===== src/rtl/core/pbpi_pkg.sv =====
// Package with the shared constants, register codes and stage types of the address mapper.
`default_nettype none

package pbpi_pkg;

    localparam int ADDR_WIDTH_DEF = 48;
    localparam int PA_WIDTH       = 48;
    localparam int CFG_IDX_W      = 3;
    localparam int CFG_DATA_W     = 5;

    localparam int PAGE_BIT       = 12;
    localparam int XOR_BASE_BIT   = 17;
    localparam int XOR_BITS       = 11;

    localparam int CH_W  = 4;
    localparam int RK_W  = 4;
    localparam int BG_W  = 4;
    localparam int BK_W  = 4;
    localparam int ROW_W = 24;
    localparam int COL_W = 12;

    localparam logic [3:0] TX_OFFSET_RST      = 4'd6;
    localparam logic [2:0] CHANNEL_BITS_RST   = 3'd0;
    localparam logic [2:0] RANK_BITS_RST      = 3'd1;
    localparam logic [2:0] BANKGROUP_BITS_RST = 3'd2;
    localparam logic [2:0] BANK_BITS_RST      = 3'd2;
    localparam logic [4:0] ROW_BITS_RST       = 5'd16;
    localparam logic [3:0] COLUMN_BITS_RST    = 4'd7;

    typedef enum logic [CFG_IDX_W-1:0] {
        CFG_TX_OFFSET,
        CFG_CHANNEL_BITS,
        CFG_RANK_BITS,
        CFG_BANKGROUP_BITS,
        CFG_BANK_BITS,
        CFG_ROW_BITS,
        CFG_COLUMN_BITS
    } t_cfg_idx;

    // Field offsets and masks derived from the configuration registers.
    typedef struct packed {
        logic [2:0]       bgb;
        logic [2:0]       off_cl;
        logic [4:0]       off_bg;
        logic [4:0]       off_bk;
        logic [5:0]       off_hi;
        logic [5:0]       off_rk;
        logic [5:0]       off_rw;
        logic [3:0]       c1;
        logic [CH_W-1:0]  m_ch;
        logic [COL_W-1:0] m_cl;
        logic [BG_W-1:0]  m_bg;
        logic [BK_W-1:0]  m_bk;
        logic [COL_W-1:0] m_hi;
        logic [RK_W-1:0]  m_rk;
        logic [ROW_W-1:0] m_rw;
    } t_map;

    // Raw field slices handed from the slicing stage to the merge stage.
    typedef struct packed {
        logic [CH_W-1:0]  ch;
        logic [COL_W-1:0] cl;
        logic [BG_W-1:0]  bg;
        logic [BK_W-1:0]  bk;
        logic [COL_W-1:0] hi;
        logic [RK_W-1:0]  rk;
        logic [ROW_W-1:0] rw;
        logic [BG_W-1:0]  xbg;
        logic [BK_W-1:0]  xbk;
    } t_fields;

endpackage

`default_nettype wire


===== src/rtl/core/pbpi_cfg.sv =====
// Configuration registers and the field offsets and masks derived from them.
`default_nettype none

module pbpi_cfg (
    input  wire logic                           i_clk,
    input  wire logic                           i_rst_n,
    input  wire logic                           i_cfg_we,
    input  wire logic [pbpi_pkg::CFG_IDX_W-1:0]  i_cfg_idx,
    input  wire logic [pbpi_pkg::CFG_DATA_W-1:0] i_cfg_wdata,
    output logic [3:0]                          o_tx,
    output pbpi_pkg::t_map                      o_map
);
    import pbpi_pkg::*;

    logic [3:0] r_tx;
    logic [2:0] r_chb;
    logic [2:0] r_rkb;
    logic [2:0] r_bgb;
    logic [2:0] r_bkb;
    logic [4:0] r_rwb;
    logic [3:0] r_colb;
    t_map       r_map;
    t_map       n_map;

    function automatic logic [ROW_W-1:0] lmask(input logic [4:0] n);
        logic [ROW_W:0] t;
        t = ((ROW_W+1)'(1) << n) - (ROW_W+1)'(1);
        if (n >= 5'(ROW_W)) begin
            lmask = '1;
        end else begin
            lmask = t[ROW_W-1:0];
        end
    endfunction

    function automatic t_map derive(input logic [3:0] tx, input logic [2:0] chb,
                                    input logic [2:0] rkb, input logic [2:0] bgb,
                                    input logic [2:0] bkb, input logic [4:0] rwb,
                                    input logic [3:0] colb);
        t_map       m;
        logic [5:0] sum;
        logic [3:0] c1raw;
        logic [3:0] c1;
        logic [3:0] c2;
        logic [ROW_W-1:0] mc1;
        logic [ROW_W-1:0] mc2;
        sum = 6'(chb) + 6'(bgb) + 6'(bkb) + 6'(tx);
        if (sum >= 6'(PAGE_BIT)) begin
            c1raw = 4'd0;
        end else begin
            c1raw = 4'(6'(PAGE_BIT) - sum);
        end
        c1 = (c1raw > colb) ? colb : c1raw;
        c2 = colb - c1;
        mc1 = lmask(5'(c1));
        mc2 = lmask(5'(c2));
        m.bgb    = bgb;
        m.off_cl = chb;
        m.off_bg = 5'(chb) + 5'(c1);
        m.off_bk = m.off_bg + 5'(bgb);
        m.off_hi = 6'(m.off_bk) + 6'(bkb);
        m.off_rk = m.off_hi + 6'(c2);
        m.off_rw = m.off_rk + 6'(rkb);
        m.c1     = c1;
        m.m_ch   = CH_W'(lmask(5'(chb)));
        m.m_cl   = mc1[COL_W-1:0];
        m.m_bg   = BG_W'(lmask(5'(bgb)));
        m.m_bk   = BK_W'(lmask(5'(bkb)));
        m.m_hi   = mc2[COL_W-1:0];
        m.m_rk   = RK_W'(lmask(5'(rkb)));
        m.m_rw   = lmask(rwb);
        derive = m;
    endfunction

    always_ff @(posedge i_clk) begin
        if (!i_rst_n) begin
            r_tx   <= TX_OFFSET_RST;
            r_chb  <= CHANNEL_BITS_RST;
            r_rkb  <= RANK_BITS_RST;
            r_bgb  <= BANKGROUP_BITS_RST;
            r_bkb  <= BANK_BITS_RST;
            r_rwb  <= ROW_BITS_RST;
            r_colb <= COLUMN_BITS_RST;
        end else if (i_cfg_we) begin
            unique case (t_cfg_idx'(i_cfg_idx))
                CFG_TX_OFFSET:      r_tx   <= i_cfg_wdata[3:0];
                CFG_CHANNEL_BITS:   r_chb  <= i_cfg_wdata[2:0];
                CFG_RANK_BITS:      r_rkb  <= i_cfg_wdata[2:0];
                CFG_BANKGROUP_BITS: r_bgb  <= i_cfg_wdata[2:0];
                CFG_BANK_BITS:      r_bkb  <= i_cfg_wdata[2:0];
                CFG_ROW_BITS:       r_rwb  <= i_cfg_wdata[4:0];
                CFG_COLUMN_BITS:    r_colb <= i_cfg_wdata[3:0];
                default: begin
                end
            endcase
        end
    end

    always_comb begin
        n_map = derive(r_tx, r_chb, r_rkb, r_bgb, r_bkb, r_rwb, r_colb);
    end

    always_ff @(posedge i_clk) begin
        if (!i_rst_n) begin
            r_map <= derive(TX_OFFSET_RST, CHANNEL_BITS_RST, RANK_BITS_RST,
                            BANKGROUP_BITS_RST, BANK_BITS_RST, ROW_BITS_RST,
                            COLUMN_BITS_RST);
        end else begin
            r_map <= n_map;
        end
    end

    assign o_tx  = r_tx;
    assign o_map = r_map;

endmodule

`default_nettype wire


===== src/rtl/core/pbpi_align.sv =====
// First pipeline stage: trims the address, drops the transfer offset and keeps the XOR bits.
`default_nettype none

module pbpi_align #(
    parameter int ADDR_WIDTH = pbpi_pkg::ADDR_WIDTH_DEF
) (
    input  wire logic                          i_clk,
    input  wire logic                          i_rst_n,
    input  wire logic                          i_en,
    input  wire logic                          i_valid,
    input  wire logic [pbpi_pkg::PA_WIDTH-1:0]  i_addr,
    input  wire logic [3:0]                    i_tx,
    output logic                               o_valid,
    output logic [ADDR_WIDTH-1:0]              o_a,
    output logic [pbpi_pkg::XOR_BITS-1:0]      o_x
);
    import pbpi_pkg::*;

    logic [PA_WIDTH+ADDR_WIDTH-1:0] ext;
    logic [ADDR_WIDTH-1:0]          raw;
    logic                           r_valid;
    logic [ADDR_WIDTH-1:0]          r_a;
    logic [XOR_BITS-1:0]            r_x;

    assign ext = {{ADDR_WIDTH{1'b0}}, i_addr};
    assign raw = ext[ADDR_WIDTH-1:0];

    always_ff @(posedge i_clk) begin
        if (!i_rst_n) begin
            r_valid <= 1'b0;
        end else if (i_en) begin
            r_valid <= i_valid;
        end
    end

    always_ff @(posedge i_clk) begin
        if (i_en) begin
            r_a <= raw >> i_tx;
            r_x <= raw[XOR_BASE_BIT +: XOR_BITS];
        end
    end

    assign o_valid = r_valid;
    assign o_a     = r_a;
    assign o_x     = r_x;

endmodule

`default_nettype wire


===== src/rtl/core/pbpi_slice.sv =====
// Second pipeline stage: cuts the field slices out of the aligned address.
`default_nettype none

module pbpi_slice #(
    parameter int ADDR_WIDTH = pbpi_pkg::ADDR_WIDTH_DEF
) (
    input  wire logic                      i_clk,
    input  wire logic                      i_rst_n,
    input  wire logic                      i_en,
    input  wire logic                      i_valid,
    input  wire logic [ADDR_WIDTH-1:0]     i_a,
    input  wire logic [pbpi_pkg::XOR_BITS-1:0] i_x,
    input  wire pbpi_pkg::t_map            i_map,
    output logic                           o_valid,
    output pbpi_pkg::t_fields              o_f
);
    import pbpi_pkg::*;

    logic    r_valid;
    t_fields r_f;
    t_fields n_f;

    always_comb begin
        n_f.ch  = CH_W'(i_a);
        n_f.cl  = COL_W'(i_a >> i_map.off_cl);
        n_f.bg  = BG_W'(i_a >> i_map.off_bg);
        n_f.bk  = BK_W'(i_a >> i_map.off_bk);
        n_f.hi  = COL_W'(i_a >> i_map.off_hi);
        n_f.rk  = RK_W'(i_a >> i_map.off_rk);
        n_f.rw  = ROW_W'(i_a >> i_map.off_rw);
        n_f.xbg = i_x[BG_W-1:0];
        n_f.xbk = BK_W'(i_x >> i_map.bgb);
    end

    always_ff @(posedge i_clk) begin
        if (!i_rst_n) begin
            r_valid <= 1'b0;
        end else if (i_en) begin
            r_valid <= i_valid;
        end
    end

    always_ff @(posedge i_clk) begin
        if (i_en) begin
            r_f <= n_f;
        end
    end

    assign o_valid = r_valid;
    assign o_f     = r_f;

endmodule

`default_nettype wire


===== src/rtl/core/pbpi_merge.sv =====
// Third pipeline stage: masks, permutes and joins the fields into the output indices.
`default_nettype none

module pbpi_merge (
    input  wire logic                        i_clk,
    input  wire logic                        i_rst_n,
    input  wire logic                        i_en,
    input  wire logic                        i_valid,
    input  wire pbpi_pkg::t_fields           i_f,
    input  wire pbpi_pkg::t_map              i_map,
    output logic                             o_valid,
    output logic [pbpi_pkg::CH_W-1:0]        o_channel_index,
    output logic [pbpi_pkg::RK_W-1:0]        o_rank_index,
    output logic [pbpi_pkg::BG_W-1:0]        o_bankgroup_index,
    output logic [pbpi_pkg::BK_W-1:0]        o_bank_index,
    output logic [pbpi_pkg::ROW_W-1:0]       o_row_index,
    output logic [pbpi_pkg::COL_W-1:0]       o_column_index
);
    import pbpi_pkg::*;

    logic             r_valid;
    logic [CH_W-1:0]  r_ch;
    logic [RK_W-1:0]  r_rk;
    logic [BG_W-1:0]  r_bg;
    logic [BK_W-1:0]  r_bk;
    logic [ROW_W-1:0] r_rw;
    logic [COL_W-1:0] r_col;
    logic [COL_W-1:0] col_lo;
    logic [COL_W-1:0] col_hi;

    assign col_lo = i_f.cl & i_map.m_cl;
    assign col_hi = (i_f.hi & i_map.m_hi) << i_map.c1;

    always_ff @(posedge i_clk) begin
        if (!i_rst_n) begin
            r_valid <= 1'b0;
        end else if (i_en) begin
            r_valid <= i_valid;
        end
    end

    always_ff @(posedge i_clk) begin
        if (i_en) begin
            r_ch  <= i_f.ch & i_map.m_ch;
            r_rk  <= i_f.rk & i_map.m_rk;
            r_bg  <= (i_f.bg ^ i_f.xbg) & i_map.m_bg;
            r_bk  <= (i_f.bk ^ i_f.xbk) & i_map.m_bk;
            r_rw  <= i_f.rw & i_map.m_rw;
            r_col <= col_lo | col_hi;
        end
    end

    assign o_valid           = r_valid;
    assign o_channel_index   = r_ch;
    assign o_rank_index      = r_rk;
    assign o_bankgroup_index = r_bg;
    assign o_bank_index      = r_bk;
    assign o_row_index       = r_rw;
    assign o_column_index    = r_col;

endmodule

`default_nettype wire


===== src/rtl/core/pbpi_dram_address_mapper_top.sv =====
// Top level of the DRAM address mapper with permutation-based page interleaving.
`default_nettype none

// The mapper turns one byte address into channel, rank, bank group, bank, row and
// column and accepts a new word in every cycle while o_stall is low; each word passes
// through the three register stages (align, slice, merge). A stall from the output
// holds the merge stage and each occupied stage whose successor is held, while words
// still move into empty stages, so the input stall rises only when all three stages
// hold a word. Configuration writes take effect for words accepted on the following
// cycle and must be made while the pipeline is empty.
module pbpi_dram_address_mapper_top #(
    parameter int ADDR_WIDTH = pbpi_pkg::ADDR_WIDTH_DEF
) (
    input  wire logic                            i_clk,
    input  wire logic                            i_rst_n,
    input  wire logic                            i_cfg_we,
    input  wire logic [pbpi_pkg::CFG_IDX_W-1:0]   i_cfg_idx,
    input  wire logic [pbpi_pkg::CFG_DATA_W-1:0]  i_cfg_wdata,
    input  wire logic                            i_valid,
    output logic                                 o_stall,
    input  wire logic [pbpi_pkg::PA_WIDTH-1:0]    i_physical_address,
    output logic                                 o_valid,
    input  wire logic                            i_stall,
    output logic [pbpi_pkg::CH_W-1:0]            o_channel_index,
    output logic [pbpi_pkg::RK_W-1:0]            o_rank_index,
    output logic [pbpi_pkg::BG_W-1:0]            o_bankgroup_index,
    output logic [pbpi_pkg::BK_W-1:0]            o_bank_index,
    output logic [pbpi_pkg::ROW_W-1:0]           o_row_index,
    output logic [pbpi_pkg::COL_W-1:0]           o_column_index
);
    import pbpi_pkg::*;

    logic                  en1;
    logic                  en2;
    logic                  en3;
    logic                  v1;
    logic                  v2;
    logic                  v3;
    logic [3:0]            tx;
    t_map                  map;
    logic [ADDR_WIDTH-1:0] s1_a;
    logic [XOR_BITS-1:0]   s1_x;
    t_fields               s2_f;

    assign en3     = !v3 || !i_stall;
    assign en2     = !v2 || en3;
    assign en1     = !v1 || en2;
    assign o_stall = !en1;
    assign o_valid = v3;

    pbpi_cfg u_cfg (
        .i_clk       (i_clk),
        .i_rst_n     (i_rst_n),
        .i_cfg_we    (i_cfg_we),
        .i_cfg_idx   (i_cfg_idx),
        .i_cfg_wdata (i_cfg_wdata),
        .o_tx        (tx),
        .o_map       (map)
    );

    pbpi_align #(.ADDR_WIDTH(ADDR_WIDTH)) u_align (
        .i_clk   (i_clk),
        .i_rst_n (i_rst_n),
        .i_en    (en1),
        .i_valid (i_valid),
        .i_addr  (i_physical_address),
        .i_tx    (tx),
        .o_valid (v1),
        .o_a     (s1_a),
        .o_x     (s1_x)
    );

    pbpi_slice #(.ADDR_WIDTH(ADDR_WIDTH)) u_slice (
        .i_clk   (i_clk),
        .i_rst_n (i_rst_n),
        .i_en    (en2),
        .i_valid (v1),
        .i_a     (s1_a),
        .i_x     (s1_x),
        .i_map   (map),
        .o_valid (v2),
        .o_f     (s2_f)
    );

    pbpi_merge u_merge (
        .i_clk             (i_clk),
        .i_rst_n           (i_rst_n),
        .i_en              (en3),
        .i_valid           (v2),
        .i_f               (s2_f),
        .i_map             (map),
        .o_valid           (v3),
        .o_channel_index   (o_channel_index),
        .o_rank_index      (o_rank_index),
        .o_bankgroup_index (o_bankgroup_index),
        .o_bank_index      (o_bank_index),
        .o_row_index       (o_row_index),
        .o_column_index    (o_column_index)
    );

endmodule

`default_nettype wire


===== config.mk =====
export PLATFORM = sky130hd
export DESIGN_NAME = pbpi_dram_address_mapper_top
export DESIGN_NICKNAME = d
export VERILOG_FILES = /design/src/rtl/core/pbpi_pkg.sv /design/src/rtl/core/pbpi_cfg.sv /design/src/rtl/core/pbpi_align.sv /design/src/rtl/core/pbpi_slice.sv /design/src/rtl/core/pbpi_merge.sv /design/src/rtl/core/pbpi_dram_address_mapper_top.sv
export SDC_FILE = /design/constraint.sdc
export NUM_CORES = 1
export LEC_CHECK = 0
export ABC_AREA = 1
export BUFFER_PORTS_ARGS = -buffer_cell sky130_fd_sc_hd__buf_4
export CAP_MARGIN = 20
export CORE_MARGIN = 2
export CORE_UTILIZATION = 44
export DETAILED_ROUTE_END_ITERATION = 10
export GPL_TIMING_DRIVEN = 0
export PLACE_DENSITY_LB_ADDON = 0.1
export RECOVER_POWER = 100
export SLEW_MARGIN = 10
export SYNTH_ARGS = -nofsm -noshare
export SYNTH_HDL_FRONTEND = slang
export SYNTH_SLANG_ARGS = --single-unit

===== constraint.sdc =====
create_clock -name i_clk -period 10.1 [get_ports i_clk]
set_input_delay 2.02 -clock i_clk [delete_from_list [all_inputs] [get_ports i_clk]]
set_output_delay 2.02 -clock i_clk [all_outputs]
set_load 0.01 [all_outputs]

# Word-level counts from Yosys, hierarchy flattened
# Cells that the tools add are included.
# word_totals
out_inout_bits	54
wordCells	124
input_bits	61
regBits	313
# op_classes
n_bitwise	11
shifts	16
reduce_logical	19
order_cmp	5
n_eq_ne	6
addsub	17
muxes	5
# ops
operator	n
$shr 48x5->4	2
$shr 48x3->12	1
$shr 48x4->48	1
$shr 48x6->12	1
$shr 48x6->24	1
$shr 48x6->4	1
$and 12x12->12	2
$and 24x24->24	1
$mux 12	2
$mux 24	1
$shl 1x4->12 const A	2
$shl 1x5->24 const A	1
$sub 12x2->12 const B	2
$sub 24x2->24 const B	1
$and 4x4->4	4
$shl 1x3->4 const A	4
$sub 4x2->4 const B	4
$reduce_and 2->1	7
$add 6x3->6	2
$add 6x4->6	2
$or 12x12->12	1
$shl 12x4->12	1
$shr 11x3->4	1
$ge 4x5->1 const B	2
other kinds (19)	32

# Longest topological paths before layout
# logic_depth
ltp_word	12
depth_mapped	49
ltp_nobuf	47

# Hierarchy
# From an unflattened synthesis, not the netlist that was laid out.
# unflattened
hier_cells	3604
area_unflattened_um2	23415.0
# by_module_without_submodules
mod	instances	cells_each	area_per_inst_um2	seq_area_each_um2
pbpi_slice	1	2032	11061.9	2182.1
pbpi_cfg	1	736	5811.8	2542.4
pbpi_align	1	563	3988.8	1791.7
pbpi_merge	1	268	2522.4	1581.5
pbpi_dram_address_mapper_top	1	5	30.0	0.0

# Worst setup path after synthesis
# No wires, ideal clock.
# synth_timing
kind	input to output
startpoint	input port i_stall
endpoint	output port o_stall
n_path_buf	0
path_stages	4
t_arrival_ns	5.024
setup_slack_ns	3.056
required_ns	8.080
path_cell_list	nand2_1 > nor2_1 > inv_1 > nor2_1
# synth_via
elab_chain_cells	5
# synth_lines
element	line	text
from (decl)	pbpi_dram_address_mapper_top.sv:23	input wire logic i_stall,
$logic_not 1->1	pbpi_dram_address_mapper_top.sv:45	assign en3 = !v3 || !i_stall;
$logic_or 1x1->1	pbpi_dram_address_mapper_top.sv:45	
$logic_or 1x1->1	pbpi_dram_address_mapper_top.sv:46	assign en2 = !v2 || en3;
net en2	pbpi_dram_address_mapper_top.sv:34	logic en2;
$logic_or 1x1->1	pbpi_dram_address_mapper_top.sv:47	assign en1 = !v1 || en2;
$logic_not 1->1	pbpi_dram_address_mapper_top.sv:48	assign o_stall = !en1;
to (decl)	pbpi_dram_address_mapper_top.sv:20	output logic o_stall,
# The timed path passes the listed nets, and every way through them passes these cells.

==> metrics.cfg <==
[timing]
fin_crit_sh_pct=88.5
fin_crit_ps=8940
worst_pin_slew_ps=2680
finClkSkew_ps=42.0
finalWorstSetupSlack_ps=1160
rsz0062_at_grt=no
hold_viol=0
fmax_mhz=112
slew_headroom_pct=-78.7
setup_violations=0
slew_viol_final=176
fin_setup_tns_ps=0

[routing]
via_per_inst=5.91
vias=24100
drc=0
firstDrtPassIters=7
wirelength_mm=93.6
drt_iter0_drc=2599
antenna_left=0
wl_per_cell_um=22.9

[die]
num_rows=82
start_util_pct=44.4
die_h_um=228
die_x_um=228
io_pins=115
die_area_mm2=0.0521
coreArea_mm2=0.0499

[synthesis]
ys.warnings.count=0
synth-seq-cells=313
synthFlopType=edfxtp_1
synth_edf_count=183
avgSynthCellArea_um2=6.86
synth_cells=3226
synth_area_leaders=edfxtp_1 (25%), nand2_1 (15%), o21ai_0 (14%)
async_reset_ff_share_pct=0
syn-cell-area_mm2=0.0221
synth.top_cell.area_share_pct=24.8
syn-num-nets=3334
yosysTopAreaCell=edfxtp_1
yosysUniqueCellTypes=56
yosysSeqAreaShare_pct=36.6

[place]
portBuffers=114
gp_routability_congestion=1.07
dp_cells=4014
place_ws_ps=1630
dp_hpwl_mm=72.8

[clock_tree]
cts.sinks=313
cts_tree=yes
insertion_delay_ps=580
post_cts_resized=0
ctsRootBufferMaster=clkbuf_16
post-cts-setup-buffers=0
cts.clk_slew.worst_paths_ps=70
cts_inserted_buffers=36
htreeDepth=2
cts_hold_buf=0
cts.path.max_buffers=3

[setup_path]
cp.arrival_ps=9400
cp_max_fo=10
cp_num_buf_inv=12
crit_path_end_kind=register
cp-start-kind=register
cp_slowest_cell=clkbuf_1
critPathTopFamily=adder cells
cp_data_required_time_ps=10560
max_stage_delay_ps=660
worstSetupPathType=register to register

[run]
maxCapViolCount=4

[power]
p_leak_nw=10.4
finalPower_mw=7.41
vdd_ir_drop_max_mv=0.155
p_per_area_mw_per_mm2=300

[final_layout]
drive_above_1_share_pct=4.87
layout_common_cells=nand2_1 (908), o21ai_0 (640), inv_1 (295)
fin_nets=3488
fin_cells=4080
syn_to_final_growth_pct=11.6
final_common_cell=nand2_1

[status]
violations=capacitance limit, slew limit
status=complete, but fails checks

[worst_hold_path]
hold_path_class=register to register

[global_route]
grtUsageTotal_pct=35.0
grt_overflow=0
grt_antenna_before_repair=2
grt_pass1_vias=22600
grt_pass1_wl_mm=138
grt_max_degree=55

[metrics by stage]
stage	util, %	hold slack, ps	area (um2)
after floorplan	-	424	22100
after global placement	47.8	446	23800
after detailed placement	47.9	460	23900
after CTS	50.2	487	25100
after global routing	49.5	505	24700
final	49.5	484	24700
[synth_stat cells, types with 25 or more instances]
library cell / number
nand3_1: 146
a21oi_1: 142
nand2_1: 904
ha_1: 36
dfxtp_1: 130
clkbuf_1: 139
inv_1: 296
o21ai_0: 638
edfxtp_1: 183
o211ai_1: 65
mux2i_1: 58
nor2_1: 188
o221ai_1: 25
buf_2: 34
[layout make-up]
cell class,count,area (um2)
Fill cell,5170,25200
Sequential cell,313,8100
Multi-Input combinational cell,2402,12000
Antenna cell,1,2.50
Clock buffer,48,956
Buffer,198,773
Inverter,313,1180
Timing Repair Buffer,116,597
Tap cell,672,841
Clock inverter,17,216
[tightest hold or removal path: cells and delay by family, from the launching register on]
kind	cells	cell delay [ps]
buffers and inverters	1	60
AOI/OAI and AO/OA	1	70
DFF	1	300
[flip-flops by register name, summed over array words and instances, names as in the netlist, 3 cells and up]
signal                     flops
u_cfg.o_map                  102
u_slice.o_f                   72
u_align.o_a                   48
u_merge.o_row_index           24
u_merge.o_column_index        12
u_align.o_x                   11
u_cfg.r_rwb                    5
u_cfg.o_tx                     4
u_cfg.r_colb                   4
u_merge.o_bank_index           4
u_merge.o_bankgroup_index      4
u_merge.o_channel_index        4
u_merge.o_rank_index           4
u_cfg.r_bgb                    3
u_cfg.r_bkb                    3
u_cfg.r_chb                    3
u_cfg.r_rkb                    3
[kinds of logic (layout without fill, tap and decap cells)]
kind of cell | count (synthesis) | count (layout) | synth area share [%]
fa+ha+maj | 47 | 47 | 3.03
compound gates | 973 | 973 | 24.4
buf+inv | 511 | 692 | 8.91
simple gates | 1315 | 1315 | 24.0
other cells | 0 | 1 | 0
flops | 313 | 313 | 36.6
xor+xnor | 9 | 9 | 0.356
mux | 58 | 58 | 2.62
[path summary, 6_finish.rpt]
check | from | end | slack [ps] | depth (start not counted)
worst min-delay path | u_align.o_valid | u_slice.o_valid | 480 | 2
worst min register to register | u_align.o_valid | u_slice.o_valid | 480 | 2
worst max register to register | u_cfg.o_tx[0] | u_cfg.o_map[73] | 1160 | 44
worst max-delay path | u_cfg.o_tx[0] | u_cfg.o_map[73] | 1160 | 44
[routing by layer]
| layer | routed length [um] | vias up | global-route usage (%) | share of wire, % |
|---|---|---|---|---|
| met5 | 0 | - | 0 | 0 |
| met4 | 5310 | 0 | 18.4 | 5.7 |
| met3 | 9600 | 310 | 7.89 | 10 |
| met2 | 40100 | 1365 | 53.7 | 43 |
| met1 | 38500 | 11200 | 46.2 | 41 |
| li1 | - | 11200 | - | - |
[power breakdown]
group	switching [mW]	internal (mW)
Combinational	2.89	1.20
Sequential	0.238	1.76
Clock	0.546	0.775
Total	3.67	3.73
Note: power is estimated with default switching activity, not from simulation.
